`src/rtl/core/wkss_pkg.sv`:
```
// ----------------------------------------------------------------------------
// wkss_pkg
// Shared types and constants for the sliding window k-smallest sum filter.
// ----------------------------------------------------------------------------
package wkss_pkg;

    localparam int SUM_W    = 40;
    localparam int CFG_W    = 9;
    localparam int PADDR_W  = 3;
    localparam int PDATA_W  = 32;

    localparam logic REG_WINDOW_LEN     = 1'b0;
    localparam logic REG_SMALLEST_COUNT = 1'b1;

    typedef enum logic [2:0] {
        S_IDLE,
        S_PREP,
        S_REMOVE,
        S_INSERT,
        S_SUM,
        S_DONE
    } t_state;

    typedef struct packed {
        logic clear;
        logic remove;
        logic insert;
    } t_cell_cmd;

endpackage

```
`src/rtl/core/wkss_cell.sv`:
```
// ----------------------------------------------------------------------------
// wkss_cell
// One slot of the sorted window: local remove/insert shift and sum token.
// ----------------------------------------------------------------------------
module wkss_cell #(
    parameter int SB  = 32,
    parameter int WB  = 9,
    parameter int IDX = 0
) (
    input  logic                      i_clk,
    input  logic                      i_rst_n,
    input  wkss_pkg::t_cell_cmd       i_cmd,
    input  logic [SB-1:0]             i_x,
    input  logic [SB-1:0]             i_s,
    input  logic [WB-1:0]             i_k,
    input  logic [SB-1:0]             i_prev_val,
    input  logic                      i_prev_vld,
    input  logic                      i_prev_gt,
    input  logic                      i_prev_tok,
    input  logic [wkss_pkg::SUM_W-1:0] i_prev_acc,
    input  logic [SB-1:0]             i_next_val,
    input  logic                      i_next_vld,
    output logic [SB-1:0]             o_val,
    output logic                      o_vld,
    output logic                      o_gt,
    output logic                      o_tok,
    output logic [wkss_pkg::SUM_W-1:0] o_acc,
    output logic                      o_hit,
    output logic [wkss_pkg::SUM_W-1:0] o_hit_acc
);
    import wkss_pkg::*;

    localparam logic [WB:0] IDX_W  = (WB+1)'(IDX);
    localparam logic [WB:0] IDX_P1 = (WB+1)'(IDX + 1);

    logic [SB-1:0]    r_val, n_val;
    logic             r_vld, n_vld;
    logic             r_tok;
    logic [SUM_W-1:0] r_acc;
    logic             gt;
    logic             shift_out;
    logic             in_k;

    assign gt        = !r_vld || (r_val > i_s);
    assign shift_out = r_vld && ((r_val > i_x) ||
                       ((r_val == i_x) && !(i_next_vld && (i_next_val == i_x))));
    assign in_k      = IDX_W < {1'b0, i_k};

    always_comb begin
        n_val = r_val;
        n_vld = r_vld;
        if (i_cmd.clear) begin
            n_vld = 1'b0;
        end else if (i_cmd.remove) begin
            if (shift_out) begin
                n_val = i_next_val;
                n_vld = i_next_vld;
            end
        end else if (i_cmd.insert) begin
            if (gt) begin
                n_val = i_prev_gt ? i_prev_val : i_s;
            end
            n_vld = r_vld | i_prev_vld;
        end
    end

    always_ff @(posedge i_clk) begin
        if (!i_rst_n) begin
            r_vld <= 1'b0;
            r_tok <= 1'b0;
        end else begin
            r_vld <= n_vld;
            r_tok <= i_prev_tok;
        end
    end

    // sum the value the slot holds once the insert has landed
    always_ff @(posedge i_clk) begin
        r_val <= n_val;
        r_acc <= i_prev_acc + (in_k ? SUM_W'(n_val) : '0);
    end

    assign o_val     = r_val;
    assign o_vld     = r_vld;
    assign o_gt      = gt;
    assign o_tok     = r_tok;
    assign o_acc     = r_acc;
    assign o_hit     = r_tok && (IDX_P1 == {1'b0, i_k});
    assign o_hit_acc = o_hit ? r_acc : '0;
endmodule

```
`config.mk`:
```
export PLATFORM = sky130hd
export DESIGN_NAME = wkss_cell
export DESIGN_NICKNAME = d
export VERILOG_FILES = /design/src/rtl/core/wkss_pkg.sv /design/src/rtl/core/wkss_cell.sv
export SDC_FILE = /design/constraint.sdc
export NUM_CORES = 1
export LEC_CHECK = 0
export BUFFER_PORTS_ARGS = -buffer_cell sky130_fd_sc_hd__buf_2
export CAP_MARGIN = 20
export CORE_ASPECT_RATIO = 0.8
export CORE_UTILIZATION = 30
export CTS_CLUSTER_SIZE = 24
export DETAILED_ROUTE_END_ITERATION = 8
export PLACE_DENSITY = 0.61
export SLEW_MARGIN = 20
export SYNTH_ARGS = -nofsm -noshare
export SYNTH_HDL_FRONTEND = slang
export SYNTH_SLANG_ARGS = --single-unit
```
`constraint.sdc`:
```
create_clock -name i_clk -period 5.29 [get_ports i_clk]
set_clock_uncertainty 0.15 [all_clocks]
set_input_delay 0.7935 -clock i_clk [delete_from_list [all_inputs] [get_ports i_clk]]
set_output_delay 0.7935 -clock i_clk [all_outputs]
set_load 0.005 [all_outputs]
```
==> metrics.txt <==
outcome complete, no violations; Worst-Margin Slew 0.671 ns; Place WS -0.524 ns; CTS Buffer Depth 2; post-DP HPWL 24900 microns; EDFF count, synth 0; Hold Startpoint o_val[29]; synth top area cells dfxtp_1, ha_1, o2111a_1; core footprint between 0.02 and 0.025 sq mm; Internal 2020 uW; Crit Path Max Fanout 12; Yosys top cell area share 20.3%; asr flop ratio synth 0%; Flop pwr share a little over a quarter; Synthesis Warnings 0; post-synthesis cell type count 63; nets between 1500 and 2000; post-place instance area 0.0104 sq mm; CP Launch Type input pin; # setup viols final 0; post-synth top area cell dfxtp_1; Detailed Route WL 29900 microns; routed vias/inst 5.11; number of global-route vias before repair 8056; HP Class register to register; fin crit period 5.13 ns; VDD IR max 0.000151 V; Final Max Tran Viols 0; clock power share 20.5%; vias 8458; CTS tree yes; input/output buffers 301; max_cap viols 0; Initial DRC Count 466; Mapped Area 0.00730 sq mm; register area share after synthesis 20.3%; cts hold-fix bufs 0; net switching power figure about 1300 uW; Layout fillers 2385; leakage power total 0.00568 uW; wire per inst ~18 microns; Most Used Layer, Global Route met2; Crit Path Class input pin to register; initial antenna violation count 9; Final period util between 90% and 100%; Root Driver clkbuf_16; DRT antenna net count 0; Slew headroom ~55%; Sw Ratio between 30 and 40%; R2R cell count 21; # DRC 0; total CTS buffers 9; global-route met2 utilization 36.8%; die span in y between 100 and 150 microns; Worst Hold End o_val[29]; Yosys reg bits 74; Synth Flop Type dfxtp_1; io pins 302; site row count 50; final hold violation count 0; CP Capture Type register; share of cells above drive strength 1 roughly two fifths; first-pass detailed-route iteration total 7; first-pass GRT wire length 44600 microns; Critical Path RT 5.39 ns; Hold Path Depth 1; grt met3 use 5.71%; Mapped Nets ~1200; DIE AREA 0.0250 sq mm; Gate Count Post-Synth between 800 and 900; GPL Wtd Cong 0.950; final worst-path setup slack 0.157 ns; overflow left after global routing 0; Final Util 46.1%; P per Cell Area 302 mW/mm^2; flop2flop setup slack 0.37 ns; CTS H-tree lvls 3; met1 usage 31.6%; pin count of the biggest net entering global routing 63; Die Span X 176 microns; max frequency 195 MHz; Reg2Reg Launch Point o_val[17]; fin area 0.0109 sq mm; Syn-to-layout area delta 49.5%; Mean Syn Cell Area just over 8 sq um; Clock Latency Late Sink roughly 0.35 ns; CP Data Arrival Time 5.23 ns; gr usage total a little under a quarter; clk sink count 74; Initial Util just over 30%; Comb pwr share 52.2%; Worst-path clk slew ~0.070 ns; reg2reg end o_acc[39]
[worst max-delay path, cell delays in order]
cell,delay (ns)
buf_2,0.14
inv_1,0.09
ha_4,0.28
nand4_1,0.11
nor4_2,0.35
buf_4,0.16
nand4_1,0.08
o41a_1,0.39
o31ai_2,0.09
buf_4,0.19
a21oi_4,0.08
buf_12,0.15
o2111a_1,0.24
ha_1,0.31
o21ai_1,0.09
o21a_1,0.25
o211ai_1,0.23
a31o_2,0.26
o21ai_4,0.08
and3_1,0.17
buf_4,0.13
or4_1,0.49
o311ai_0,0.09
[sequential cells by signal (all words and copies together), names as in the netlist]
| signal | count |
|---|---|
| o_vld | 1 |
| o_tok | 1 |
| o_val | 32 |
| o_acc | 40 |
[area by class of cell]
type	instances	area, sq um	share of cell area, %
well taps	312	390	3.58
clock buffers	9	225	2.06
inverters	77	289	2.65
diodes	6	15.0	0.138
multi-input cells	691	5550	50.9
flip-flops and latches	74	1480	13.6
clock inverters	7	85.1	0.780
repair buffers	478	2880	26.4
[Yosys cell counts (all sizes together), types with 22 or more instances]
cell type / number
inv: 77
dfxtp: 74
and2: 46
nand2: 58
xnor2: 22
o21ai: 38
o2111a: 32
o22a: 31
clkbuf: 30
nor2: 23
xor2: 39
a21oi: 48
o211a: 33
o211ai: 38
ha: 96
[stage by stage]
| step | total power, uW | std cells | setup TNS (ns) | hold slack [ns] |
|---|---|---|---|---|
| after floorplan | 1720 | 879 | 0 | 0.436 |
| after global placement | 2540 | 1631 | -4.99 | 0.442 |
| after detailed placement | 2550 | 1631 | -7.60 | 0.461 |
| after CTS | 3270 | 1647 | 0 | 0.478 |
| after global routing | 3530 | 1651 | -0.00377 | 0.489 |
| final | 3300 | 1654 | 0 | 0.472 |
[power by group through the flow]
stage / registers, uW / logic, uW / clock network [uW]
2_1_floorplan: 900 / 824 / 0
3_3_place_gp: 905 / 1630 / 0
3_5_place_dp: 906 / 1650 / 0
4_1_cts: 900 / 1670 / 696
5_1_grt: 929 / 1880 / 721
6_report: 903 / 1720 / 675
[logic make-up (layout without fill, tap and decap cells)]
| family | after synthesis | count (layout) | share of synthesized area, % |
|---|---|---|---|
| compound gates | 306 | 306 | 32.4 |
| xor+xnor | 61 | 61 | 7.32 |
| fa+ha+maj | 97 | 97 | 16.7 |
| buf+inv | 114 | 571 | 6.24 |
| flops | 74 | 74 | 20.3 |
| mux | 3 | 3 | 0.428 |
| other cells | 0 | 6 | 0 |
| simple gates | 224 | 224 | 16.6 |
[repair_timing]
action                                  in CTS  in global routing
resized for setup                            6                 38
pin swaps                                    1                 15
endpoints found under the setup margin      13                 21
hold endpoints to repair                     0                  0
setup buffers                                0                  1
[worst max-delay path by stage]
stage,to,from,cells past startpoint
after floorplan,o_acc[34],i_x[17],22
after detailed placement,o_acc[38],i_x[15],21
after global placement,o_acc[38],i_x[15],21
after CTS,o_acc[35],i_x[11],22
after global routing,o_acc[39],i_x[12],23
final,o_acc[39],i_x[15],23
[cells in the final DEF (no fill, tap or decap), types with 28 or more instances in the layout]
master / n
o21ai_0: 28
buf_4: 172
o211a_1: 33
o211ai_1: 38
buf_2: 301
a21oi_1: 44
xor2_1: 39
and2_1: 46
nand2_1: 58
ha_1: 88
o22a_1: 31
inv_1: 77
dfxtp_1: 74
o2111a_1: 30
[routing by layer]
metal  vias to the layer above  share of wire [%]
li1                       4221                  -
met1                      3905                 47
met2                       282                 44
met3                        44                7.3
met4                         6                2.4
met5                         -               0.14
(Power assumes the default switching activity.)
